$ cat src/rtl/bqf_pkg.sv
`default_nettype none

package bqf_pkg;

  // fixed formats: samples Q.0, coefficients Q2.16, accumulator Q24.16
  localparam int SAMPLE_BITS    = 16;
  localparam int COEF_FRAC_BITS = 16;
  localparam int COEF_BITS      = COEF_FRAC_BITS + 2;
  localparam int ACC_BITS       = 40;
  localparam int PROD_BITS      = SAMPLE_BITS + COEF_BITS;
  localparam int CFG_ADDR_BITS  = 3;
  localparam int STEP_BITS      = 3;

  // register indexes on the config port
  localparam logic [CFG_ADDR_BITS-1:0] REG_B0   = 3'd0;
  localparam logic [CFG_ADDR_BITS-1:0] REG_B1   = 3'd1;
  localparam logic [CFG_ADDR_BITS-1:0] REG_B2   = 3'd2;
  localparam logic [CFG_ADDR_BITS-1:0] REG_A1   = 3'd3;
  localparam logic [CFG_ADDR_BITS-1:0] REG_A2   = 3'd4;
  localparam logic [CFG_ADDR_BITS-1:0] REG_FORM = 3'd5;

  typedef enum logic [2:0] {
    ST_IDLE,
    ST_FEED,
    ST_DRAIN,
    ST_ROUND,
    ST_FEED2,
    ST_DRAIN2,
    ST_DONE
  } state_e;

  typedef enum logic [2:0] {
    COEF_B0,
    COEF_B1,
    COEF_B2,
    COEF_A1,
    COEF_A2
  } coef_sel_e;

  typedef enum logic [2:0] {
    OP_X,
    OP_D1,
    OP_D2,
    OP_YD1,
    OP_YD2,
    OP_Y
  } opnd_sel_e;

  typedef enum logic [1:0] {
    INIT_ACC,
    INIT_ZERO,
    INIT_D1,
    INIT_D2
  } init_e;

  typedef enum logic [1:0] {
    STORE_NONE,
    STORE_D1,
    STORE_D2
  } store_e;

  // one multiply-accumulate step
  typedef struct packed {
    coef_sel_e coef;
    opnd_sel_e opnd;
    logic      sub;
    init_e     init;
    store_e    store;
    logic      last;
  } uop_t;

  // step table: form 0 is one five-product pass, form 1 is a one-product
  // pass for the output and a four-product pass for the two accumulators
  function uop_t bqf_uop(logic form, logic pass2, logic [STEP_BITS-1:0] step);
    uop_t u;
    u.coef  = COEF_B0;
    u.opnd  = OP_X;
    u.sub   = 1'b0;
    u.init  = INIT_ACC;
    u.store = STORE_NONE;
    u.last  = 1'b0;
    if (!form) begin
      case (step)
        3'd0: u.init = INIT_ZERO;
        3'd1: begin
          u.coef = COEF_B1;
          u.opnd = OP_D1;
        end
        3'd2: begin
          u.coef = COEF_B2;
          u.opnd = OP_D2;
        end
        3'd3: begin
          u.coef = COEF_A1;
          u.opnd = OP_YD1;
          u.sub  = 1'b1;
        end
        default: begin
          u.coef = COEF_A2;
          u.opnd = OP_YD2;
          u.sub  = 1'b1;
          u.last = 1'b1;
        end
      endcase
    end else if (!pass2) begin
      u.init = INIT_D1;
      u.last = 1'b1;
    end else begin
      case (step)
        3'd0: begin
          u.coef = COEF_B1;
          u.init = INIT_D2;
        end
        3'd1: begin
          u.coef  = COEF_A1;
          u.opnd  = OP_Y;
          u.sub   = 1'b1;
          u.store = STORE_D1;
        end
        3'd2: begin
          u.coef = COEF_B2;
          u.init = INIT_ZERO;
        end
        default: begin
          u.coef  = COEF_A2;
          u.opnd  = OP_Y;
          u.sub   = 1'b1;
          u.store = STORE_D2;
          u.last  = 1'b1;
        end
      endcase
    end
    return u;
  endfunction

endpackage

`default_nettype wire

$ cat src/rtl/biquad_iir_filter.sv
`default_nettype none
// Second-order IIR section on signed 16-bit samples, coefficients in
// signed Q2.16. Input samples arrive on a valid/ready channel
// (in_valid_i, in_ready_o, sample_in_i); each yields one transaction on the
// output channel (out_valid_o, out_ready_i, sample_out_o, clipped_o).
// Coefficients and the form select are written through cfg_we_i,
// cfg_addr_i, cfg_wdata_i; the user must write them only while the
// filter is idle, which the block itself does not enforce. Writing the
// form register (any value) clears the filter history, coefficient
// writes do not. Indexes past the form register are ignored. One signed
// 18x16 multiplier and a 40-bit accumulator are shared over all products
// under a small sequencer, with a register after the multiplier. Direct
// form I steps through accept, five products, drain, round, write back;
// transposed form II through accept, one product, drain, round, four
// products, drain, write back. Those sequencer steps set the rate;
// in_ready_o is high only while idle. out_valid_o rises at the edge that
// leaves the write-back state, once the output register is free.
// The result sits in an output register: if the receiver stalls, the
// next sample is still taken and processed, and its write-back waits
// until the pending result is taken.
// Reset restores unity gain in direct form I with all history cleared.

module biquad_iir_filter
  import bqf_pkg::*;
(
  input  wire                              clk_i,
  input  wire                              rst_ni,
  input  wire                              cfg_we_i,
  input  wire        [CFG_ADDR_BITS-1:0]   cfg_addr_i,
  input  wire        [COEF_BITS-1:0]       cfg_wdata_i,
  input  wire                              in_valid_i,
  output logic                             in_ready_o,
  input  wire signed [SAMPLE_BITS-1:0]     sample_in_i,
  output logic                             out_valid_o,
  input  wire                              out_ready_i,
  output logic signed [SAMPLE_BITS-1:0]    sample_out_o,
  output logic                             clipped_o
);

  localparam int RQ_BITS = ACC_BITS + 1 - COEF_FRAC_BITS;
  localparam logic signed [ACC_BITS:0] RND_HALF =
    (ACC_BITS + 1)'(1) << (COEF_FRAC_BITS - 1);
  localparam logic signed [RQ_BITS-1:0] SAT_HI =
    RQ_BITS'((64'sd1 << (SAMPLE_BITS - 1)) - 64'sd1);
  localparam logic signed [RQ_BITS-1:0] SAT_LO = -SAT_HI - RQ_BITS'(1);
  localparam logic signed [SAMPLE_BITS-1:0] OUT_HI = SAT_HI[SAMPLE_BITS-1:0];
  localparam logic signed [SAMPLE_BITS-1:0] OUT_LO = SAT_LO[SAMPLE_BITS-1:0];

  // configuration
  logic signed [COEF_BITS-1:0] b0_q, b1_q, b2_q, a1_q, a2_q;
  logic                        form_q;

  // filter history
  logic signed [ACC_BITS-1:0]    d1_q, d2_q;
  logic signed [SAMPLE_BITS-1:0] yd1_q, yd2_q;

  // sequencer
  state_e                 state_q, state_d;
  logic [STEP_BITS-1:0]   step_q, step_d;
  uop_t                   uop;
  logic                   issue, y_load, done;

  // datapath
  logic signed [SAMPLE_BITS-1:0] x_q, y_q;
  logic                          clip_q;
  logic signed [COEF_BITS-1:0]   coef_mux;
  logic signed [SAMPLE_BITS-1:0] opnd_mux;
  logic signed [PROD_BITS-1:0]   prod_d, prod_q;
  uop_t                          tag_q;
  logic                          tag_vld_q;
  logic signed [ACC_BITS-1:0]    acc_q, acc_base, acc_next, prod_ext;

  // rounding and saturation
  logic signed [ACC_BITS:0]      rnd_t;
  logic signed [RQ_BITS-1:0]     rnd_v;
  logic                          rnd_clip;
  logic signed [SAMPLE_BITS-1:0] rnd_y;

  // output register
  logic                          out_vld_q;
  logic signed [SAMPLE_BITS-1:0] out_sample_q;
  logic                          out_clip_q;

  // ---------------- sequencer ----------------
  always_ff @(posedge clk_i or negedge rst_ni) begin
    if (!rst_ni) begin
      state_q <= ST_IDLE;
      step_q  <= '0;
    end else begin
      state_q <= state_d;
      step_q  <= step_d;
    end
  end

  assign uop = bqf_uop(form_q, state_q == ST_FEED2, step_q);

  always_comb begin
    state_d    = state_q;
    step_d     = step_q;
    issue      = 1'b0;
    y_load     = 1'b0;
    done       = 1'b0;
    in_ready_o = 1'b0;
    unique case (state_q)
      ST_IDLE: begin
        in_ready_o = 1'b1;
        if (in_valid_i) begin
          state_d = ST_FEED;
          step_d  = '0;
        end
      end
      ST_FEED: begin
        issue  = 1'b1;
        step_d = step_q + 3'd1;
        if (uop.last) state_d = ST_DRAIN;
      end
      ST_DRAIN: state_d = ST_ROUND;
      ST_ROUND: begin
        y_load = 1'b1;
        if (form_q) begin
          state_d = ST_FEED2;
          step_d  = '0;
        end else begin
          state_d = ST_DONE;
        end
      end
      ST_FEED2: begin
        issue  = 1'b1;
        step_d = step_q + 3'd1;
        if (uop.last) state_d = ST_DRAIN2;
      end
      ST_DRAIN2: state_d = ST_DONE;
      ST_DONE: begin
        // wait for a free output register
        if (!out_vld_q || out_ready_i) begin
          done    = 1'b1;
          state_d = ST_IDLE;
        end
      end
      default: state_d = ST_IDLE;
    endcase
  end

  // ---------------- shared multiplier ----------------
  always_comb begin
    case (uop.coef)
      COEF_B0: coef_mux = b0_q;
      COEF_B1: coef_mux = b1_q;
      COEF_B2: coef_mux = b2_q;
      COEF_A1: coef_mux = a1_q;
      default: coef_mux = a2_q;
    endcase
    case (uop.opnd)
      OP_X:    opnd_mux = x_q;
      OP_D1:   opnd_mux = d1_q[SAMPLE_BITS-1:0];
      OP_D2:   opnd_mux = d2_q[SAMPLE_BITS-1:0];
      OP_YD1:  opnd_mux = yd1_q;
      OP_YD2:  opnd_mux = yd2_q;
      default: opnd_mux = y_q;
    endcase
  end

  assign prod_d = coef_mux * opnd_mux;

  // ---------------- accumulator ----------------
  assign prod_ext = {{(ACC_BITS-PROD_BITS){prod_q[PROD_BITS-1]}}, prod_q};

  always_comb begin
    case (tag_q.init)
      INIT_ZERO: acc_base = '0;
      INIT_D1:   acc_base = d1_q;
      INIT_D2:   acc_base = d2_q;
      default:   acc_base = acc_q;
    endcase
    acc_next = tag_q.sub ? acc_base - prod_ext : acc_base + prod_ext;
  end

  // round half-up from Q.16, then saturate
  assign rnd_t    = $signed({acc_q[ACC_BITS-1], acc_q}) + RND_HALF;
  assign rnd_v    = rnd_t[ACC_BITS:COEF_FRAC_BITS];
  assign rnd_clip = (rnd_v > SAT_HI) || (rnd_v < SAT_LO);
  assign rnd_y    = (rnd_v > SAT_HI) ? OUT_HI :
                    (rnd_v < SAT_LO) ? OUT_LO : rnd_v[SAMPLE_BITS-1:0];

  // payload registers, no reset
  always_ff @(posedge clk_i) begin
    if (in_valid_i && in_ready_o) x_q <= sample_in_i;
    prod_q <= prod_d;
    tag_q  <= uop;
    if (tag_vld_q) acc_q <= acc_next;
    if (y_load) begin
      y_q    <= rnd_y;
      clip_q <= rnd_clip;
    end
    if (done) begin
      out_sample_q <= y_q;
      out_clip_q   <= clip_q;
    end
  end

  always_ff @(posedge clk_i or negedge rst_ni) begin
    if (!rst_ni) begin
      tag_vld_q <= 1'b0;
      out_vld_q <= 1'b0;
    end else begin
      tag_vld_q <= issue;
      if (done) out_vld_q <= 1'b1;
      else if (out_ready_i) out_vld_q <= 1'b0;
    end
  end

  // ---------------- history and configuration ----------------
  always_ff @(posedge clk_i or negedge rst_ni) begin
    if (!rst_ni) begin
      b0_q   <= COEF_BITS'(64'sd1 << COEF_FRAC_BITS);
      b1_q   <= '0;
      b2_q   <= '0;
      a1_q   <= '0;
      a2_q   <= '0;
      form_q <= 1'b0;
      d1_q   <= '0;
      d2_q   <= '0;
      yd1_q  <= '0;
      yd2_q  <= '0;
    end else begin
      // transposed form: accumulators written from the mac pass
      if (tag_vld_q && tag_q.store == STORE_D1) d1_q <= acc_next;
      if (tag_vld_q && tag_q.store == STORE_D2) d2_q <= acc_next;
      // direct form I: shift the sample and output lines
      if (done && !form_q) begin
        d2_q  <= d1_q;
        d1_q  <= {{(ACC_BITS-SAMPLE_BITS){x_q[SAMPLE_BITS-1]}}, x_q};
        yd2_q <= yd1_q;
        yd1_q <= y_q;
      end
      if (cfg_we_i) begin
        unique case (cfg_addr_i)
          REG_B0: b0_q <= cfg_wdata_i;
          REG_B1: b1_q <= cfg_wdata_i;
          REG_B2: b2_q <= cfg_wdata_i;
          REG_A1: a1_q <= cfg_wdata_i;
          REG_A2: a2_q <= cfg_wdata_i;
          REG_FORM: begin
            form_q <= cfg_wdata_i[0];
            d1_q   <= '0;
            d2_q   <= '0;
            yd1_q  <= '0;
            yd2_q  <= '0;
          end
          default: ;
        endcase
      end
    end
  end

  assign out_valid_o  = out_vld_q;
  assign sample_out_o = out_sample_q;
  assign clipped_o    = out_clip_q;

  // ---------------- assertions ----------------
  a_form_clears: assert property (@(posedge clk_i) disable iff (!rst_ni)
    cfg_we_i && cfg_addr_i == REG_FORM
    |=> d1_q == '0 && d2_q == '0 && yd1_q == '0 && yd2_q == '0)
    else $error("form write did not clear history");

  a_clip_is_rail: assert property (@(posedge clk_i) disable iff (!rst_ni)
    out_valid_o && clipped_o |-> sample_out_o == OUT_HI || sample_out_o == OUT_LO)
    else $error("clipped result not at a rail");

  a_mac_in_pass: assert property (@(posedge clk_i) disable iff (!rst_ni)
    tag_vld_q |-> state_q == ST_FEED || state_q == ST_DRAIN ||
                  state_q == ST_FEED2 || state_q == ST_DRAIN2)
    else $error("accumulate outside a mac pass");

  a_out_from_done: assert property (@(posedge clk_i) disable iff (!rst_ni)
    $rose(out_valid_o) |-> $past(state_q == ST_DONE))
    else $error("result loaded outside write-back");

  a_accept_starts: assert property (@(posedge clk_i) disable iff (!rst_ni)
    in_valid_i && in_ready_o |=> state_q == ST_FEED && !in_ready_o)
    else $error("accepted sample did not start a pass");

endmodule

`default_nettype wire

$ cat config.mk
export PLATFORM = sky130hd
export DESIGN_NAME = biquad_iir_filter
export DESIGN_NICKNAME = d
export VERILOG_FILES = /design/src/rtl/bqf_pkg.sv /design/src/rtl/biquad_iir_filter.sv
export SDC_FILE = /design/constraint.sdc
export NUM_CORES = 2
export LEC_CHECK = 0
export BUFFER_PORTS_ARGS = -buffer_cell sky130_fd_sc_hd__buf_4
export CAP_MARGIN = 20
export CORE_ASPECT_RATIO = 1.2
export CORE_MARGIN = 2
export CORE_UTILIZATION = 60
export DETAILED_ROUTE_END_ITERATION = 8
export PLACE_DENSITY = 0.87
export RECOVER_POWER = 100
export SETUP_SLACK_MARGIN = 0.15
export SLEW_MARGIN = 40
export SYNTH_ARGS = -nofsm -noshare
export SYNTH_HDL_FRONTEND = slang
export SYNTH_SLANG_ARGS = --single-unit
$ cat constraint.sdc
create_clock -name clk_i -period 10.33 [get_ports clk_i]
set_input_delay 2.066 -clock clk_i [delete_from_list [all_inputs] [get_ports clk_i]]
set_output_delay 2.066 -clock clk_i [all_outputs]
set_load 0.01 [all_outputs]
After elaboration in Yosys (flattened, before gate mapping) --
Cells that the tools add are included.
Word-level totals: bits in registers 340, input bits 42, output and inout port bits 19, logic and storage cells 138
Operators by class: add/subtract/negate cells 4, multipliers 1, order comparisons 2, equal/unequal tests 31, mux-type cells 48, reductions and logical operators 28
Operator list (count):
- $mux W40 | 9
- $pmux W40 S3 | 1
- $mux W16 | 7
- $pmux W16 S5 | 1
- $pmux W18 S4 | 1
- $add A40 B17 Y41 const B | 1
- $add A40 B34 Y40 | 1
- $sub A40 B34 Y40 | 1
- $mul A18 B16 Y34 | 1
- $eq A3 B2 Y1 const B | 10
- $gt A25 B16 Y1 const B | 1
- $lt A25 B16 Y1 const B | 1
- $pmux W6 S4 | 1
- $pmux W3 S7 | 1
- $eq A3 B3 Y1 const B | 6
- $mux W3 | 6
- $pmux W3 S3 | 2
- $eq A3 B1 Y1 const B | 5
- $logic_not A3 Y1 | 5
- $reduce_and A2 Y1 | 7
- $mux W1 | 12
- $ne A2 B2 Y1 const B | 5
- $mux W9 | 1
- $pmux W2 S2 | 2
- other kinds (16) | 26

Longest topological paths before layout --
word-level depth 8, depth in mapped cells 37, depth with buffers taken out 33

Least setup slack after synthesis --
No wires, ideal clock.
kind flip-flop to flip-flop, from reg step_q[2], to reg prod_q[33], setup time 0.072 ns, data arrival time 8.284 ns, data required time 10.258 ns, setup slack 1.974 ns, cell stages (with the launch flop) 34, buffers on the path 4, period minus slack after synthesis 8.356 ns, path through dfrtp_1 > clkbuf_1 > inv_1 > ha_1 > clkbuf_1 > nor2_1 > nor2_1 > nor2_1 > clkbuf_1 > mux2_2 > o211ai_1 > and2_1 > clkbuf_1 > nor2_1 > fa_1 > inv_1 > fa_1 > fa_1 > inv_1 > fa_1 > fa_1 > inv_1 > fa_1 > inv_1 > ha_1 > a21o_1 > a21o_1 > a21o_1 > a211o_1 > a2111oi_0 > o31ai_1 > a221o_1 > a21oi_1 > xnor2_1
Between the ends: cells in the longest elaborated chain, start to end 8, elaborated cells on any way between the ends 22, classes of those cells 1 x mul; 10 x eq/ne; 7 x mux; 4 x reduce/logical
Ends and longest elaborated chain:
- start: declaration | RTL line biquad_iir_filter.sv:59 | logic [STEP_BITS-1:0] step_q, step_d;
- start signal: assignment | RTL line biquad_iir_filter.sv:91 | step_q <= step_d;
- $eq A3 B2 Y1 or $logic_not A3 Y1 (tied branches) | RTL line bqf_pkg.sv:83, bqf_pkg.sv:109
- $reduce_or A2 Y1 (no source line)
- $mux W4 | RTL line bqf_pkg.sv:109 | case (step)
- $mux W7 | RTL line bqf_pkg.sv:105 | end else if (!pass2) begin
- $mux W9 * | RTL line bqf_pkg.sv:82 | if (!form) begin
- $eq A3 B3 Y1, or another cell as far along | RTL line biquad_iir_filter.sv:153 | case (uop.opnd)
- $pmux W16 S5 | RTL line biquad_iir_filter.sv:153
- $mul A18 B16 Y34 * | RTL line biquad_iir_filter.sv:163 | assign prod_d = coef_mux * opnd_mux;
- named net prod_d[33] | RTL line biquad_iir_filter.sv:68 | logic signed [PROD_BITS-1:0] prod_d, prod_q;
- end signal: assignment | RTL line biquad_iir_filter.sv:188 | prod_q <= prod_d;
- end: declaration | RTL line biquad_iir_filter.sv:68
Mark *: on every way through the listed nets, which the timed path passes. The rest lies on a longest branch. A chain may end at the register's enable or synchronous reset.

Final worst setup path --
from reg step_q[0], to reg prod_q[32]
Same word-level chain as after synthesis.

==> results.md <==
- CTS Buf Count: 37
- Vias: 23763
- Highest net fanout along the worst path: 24
- Final core occ: 65.1%
- Worst Path Required: 10.80 ns
- Final number of setup-violating endpoints: 0
- Hold WC Path Type: reg -> reg
- Synthesis-stage register bit count: 340
- Setup slack after layout: 0.805 ns
- Syn_area_per_cell: 9.25 sq um
- Synthesized netlist net count: 3607
- R2r setup slk: 0.80 ns
- DR DRC count: 0
- Number of global-route vias before repair: 24788
- Setup TNS: 0 ns
- Port Buf Inserts: 60
- Hold path cells: 0
- Die Area: 0.0502 sq mm
- Hold Path Origin: clip_q$_DFFE_PP_
- Status: complete, but fails checks
- Final net count: 3601
- Area growth, synth to finish: 7.52%
- Count of cell types in the netlist: 76
- Critical Path AT: 10.00 ns
- Worst path most repeated cell: fa_1
- Critical path's slowest cell: nor3_1
- Routed vias/inst: 6.26
- Violation count after the first detailed-route iteration: 2911
- Netlist Area Pre-Place: 0.0291 sq mm
- Number of buffers on the longest clock path: 3
- Initial antenna violation count: 0
- Failing checks: capacitance limit, slew limit
- CTS tree: built
- Placed Cells incl. Taps: 3725
- Top cell type by total area after synthesis: fa_1
- CTS resizes: 0
- Max-cap violations: 10
- Mapped Cells: 3142
- Worst setup SP type: flop
- Critical Path End Type: flop
- Gpl congestion: 0.944
- Htree depth: 2
- 1st-pass router iterations: 8
- Slew headroom: -152%
- Chip width: 205 microns
- Largest stage delay on the critical path: 0.94 ns
- Clock Latency Late Sink: 0.55 ns
- Critical setup path kind: reg -> reg
- Most numerous cell in the Yosys netlist: inv_1
- Slew Limit Fails: 422
- Post-DR wirelength/cell: 20.8 microns
- Worst setup path start: step_q[0]$_DFFE_PN0P_
- Row count: 88
- Initial Utilization: 60.6%
- Worst R2R Start: step_q[0]$_DFFE_PN0P_
- Max Clock Skew: 0.0199 ns
- Seq/Total Area, Yosys: 30.1%
- Pre-CTS setup slack: 1.38 ns
- Yosys top cell area share: 20.1%
- GRT overflow: 0
- Fin. Hold Viols: 0
- ANT nets after route: 0
- Tcrit/Tclk final: 92.2%
- Reg2Reg Depth: 28
- Min Tclk post-route: 9.53 ns
- Share of cells above drive strength 1: 8.85%
- Final non-filler cell total: 3794
- RSZ-0062 raised after global routing: no
- Worst-Margin Slew: 3.78 ns
- Asr flop ratio synth: 62.1%
- Core area: 0.0480 sq mm
- Hpwl dp: 57.3 mm
- Post-synth top cells: 403 x inv_1, 353 x nand2_1, 302 x nor2_1
- Root buf cell: clkbuf_16
- Largest net degree at the start of global routing: 87
- N_diodes: 0
- CTS Hold Buffers Added: 0
- Hold path endpoint: clipped_o$_DFFE_PP_
- Overall routing resource usage: 32.3%
- Clock-pin transition on the worst setup and hold timing paths: 0.06 ns
- Total Wirelength: 79.0 mm
- Fmax: 105 MHz
- First-pass GRT wire length: 128 mm
- Die Span Y: 245 microns
- EDFF count, synth: 90
- Ys flop type: dfrtp_1
- Total clock sinks: 340
- Yosys warnings: 0
- # IOs: 61
- Reg-to-Reg End: prod_q[32]$_DFF_P_
- Area contributors post-synth: fa_1 20%, dfrtp_1 18%, edfxtp_1 9.3%, ha_1 5.6%, inv_1 5.2%
- Setup Buffers After CTS: 0
==> cell families after synthesis <==
| logic type | count (synthesis) | synth area share [%] |
|---|---|---|
| compound gates | 585 | 12.5 |
| xor+xnor | 117 | 3.52 |
| fa+ha+maj | 423 | 25.7 |
| buf+inv | 564 | 7.31 |
| flops | 340 | 30.1 |
| mux | 165 | 6.18 |
| simple gates | 948 | 14.6 |
==> cell type report <==
type,count,area [sq um]
tap,630,788
multi-input combinational,2238,18200
clock inverter,15,119
sequential,340,8770
fill,3614,16700
timing repair buffer,116,732
inverter,403,1510
clock buffer,52,1100
==> critical path: cells and delay by family, from the launching register on <==
| kind | cells | cell delay [ns] |
|---|---|---|
| adders and majority gates | 8 | 3.67 |
| and+or+nand+nor | 6 | 2.49 |
| AOI/OAI and AO/OA | 7 | 1.93 |
| buffers and inverters | 6 | 0.79 |
| DFF | 1 | 0.39 |
| xor gates and xnor gates | 1 | 0.16 |
==> worst max path at each step <==
| stage | depth (start not counted) | slack, ns | endpoint |
|---|---|---|---|
| floorplan | 33 | 1.97 | prod_q[33]$_DFF_P_ |
| global placement | 30 | 1.55 | prod_q[33]$_DFF_P_ |
| detailed placement | 31 | 1.38 | prod_q[33]$_DFF_P_ |
| CTS | 30 | 1.23 | prod_q[33]$_DFF_P_ |
| global route | 28 | 0.43 | prod_q[32]$_DFF_P_ |
| finish | 28 | 0.80 | prod_q[32]$_DFF_P_ |
==> stage by stage <==
stage / hold slack (ns) / instance area, sq um
after floorplan: 0.400 / 29100
after global placement: 0.416 / 30200
after detailed placement: 0.446 / 30200
after CTS: 0.460 / 31400
after global routing: 0.459 / 31300
final: 0.454 / 31300
==> routing by layer <==
layer | vias up | part of all wire, % | wire length (microns) | GRT usage [%]
li1 | 10403 | - | - | -
met1 | 11572 | 35 | 28000 | 39.2
met2 | 1428 | 48 | 38200 | 54.2
met3 | 360 | 9.6 | 7590 | 5.62
met4 | 0 | 6.6 | 5210 | 18.6
met5 | - | 0 | 0 | 0
==> placed cells by master (no fill, tap or decap), drive strengths merged, types with 33 or more instances in the layout <==
master  synthesis  layout
o211ai         35      35
mux2          105     105
inv           403     405
mux2i          60      60
a21o           42      42
and2           34      34
buf            26      57
fa            292     292
a31oi          45      45
ha            131     131
clkbuf        135     111
nor3           46      46
edfxtp         90      90
nor2          302     302
o21ai         135     135
a21oi         196     196
xnor2          87      87
dfxtp          39      39
dfrtp         210     210
nand2         353     353
nand3          51      51
nand2b         49      49
a211oi         33      33
==> sequential cells by signal, indices dropped and copies added, names as in the netlist, 3 cells and up <==
| name | count |
|---|---|
| yd2_q | 16 |
| y_q | 16 |
| acc_q | 40 |
| x_q | 16 |
| a1_q | 18 |
| b0_q | 18 |
| d2_q | 40 |
| state_q | 3 |
| prod_q | 34 |
| b1_q | 18 |
| a2_q | 18 |
| tag_q | 5 |
| sample_out_o | 16 |
| step_q | 3 |
| yd1_q | 16 |
| b2_q | 18 |
| d1_q | 40 |
Power is not shown: default switching activity piles up to over one toggle a cycle in this logic, so the estimate is an artifact.
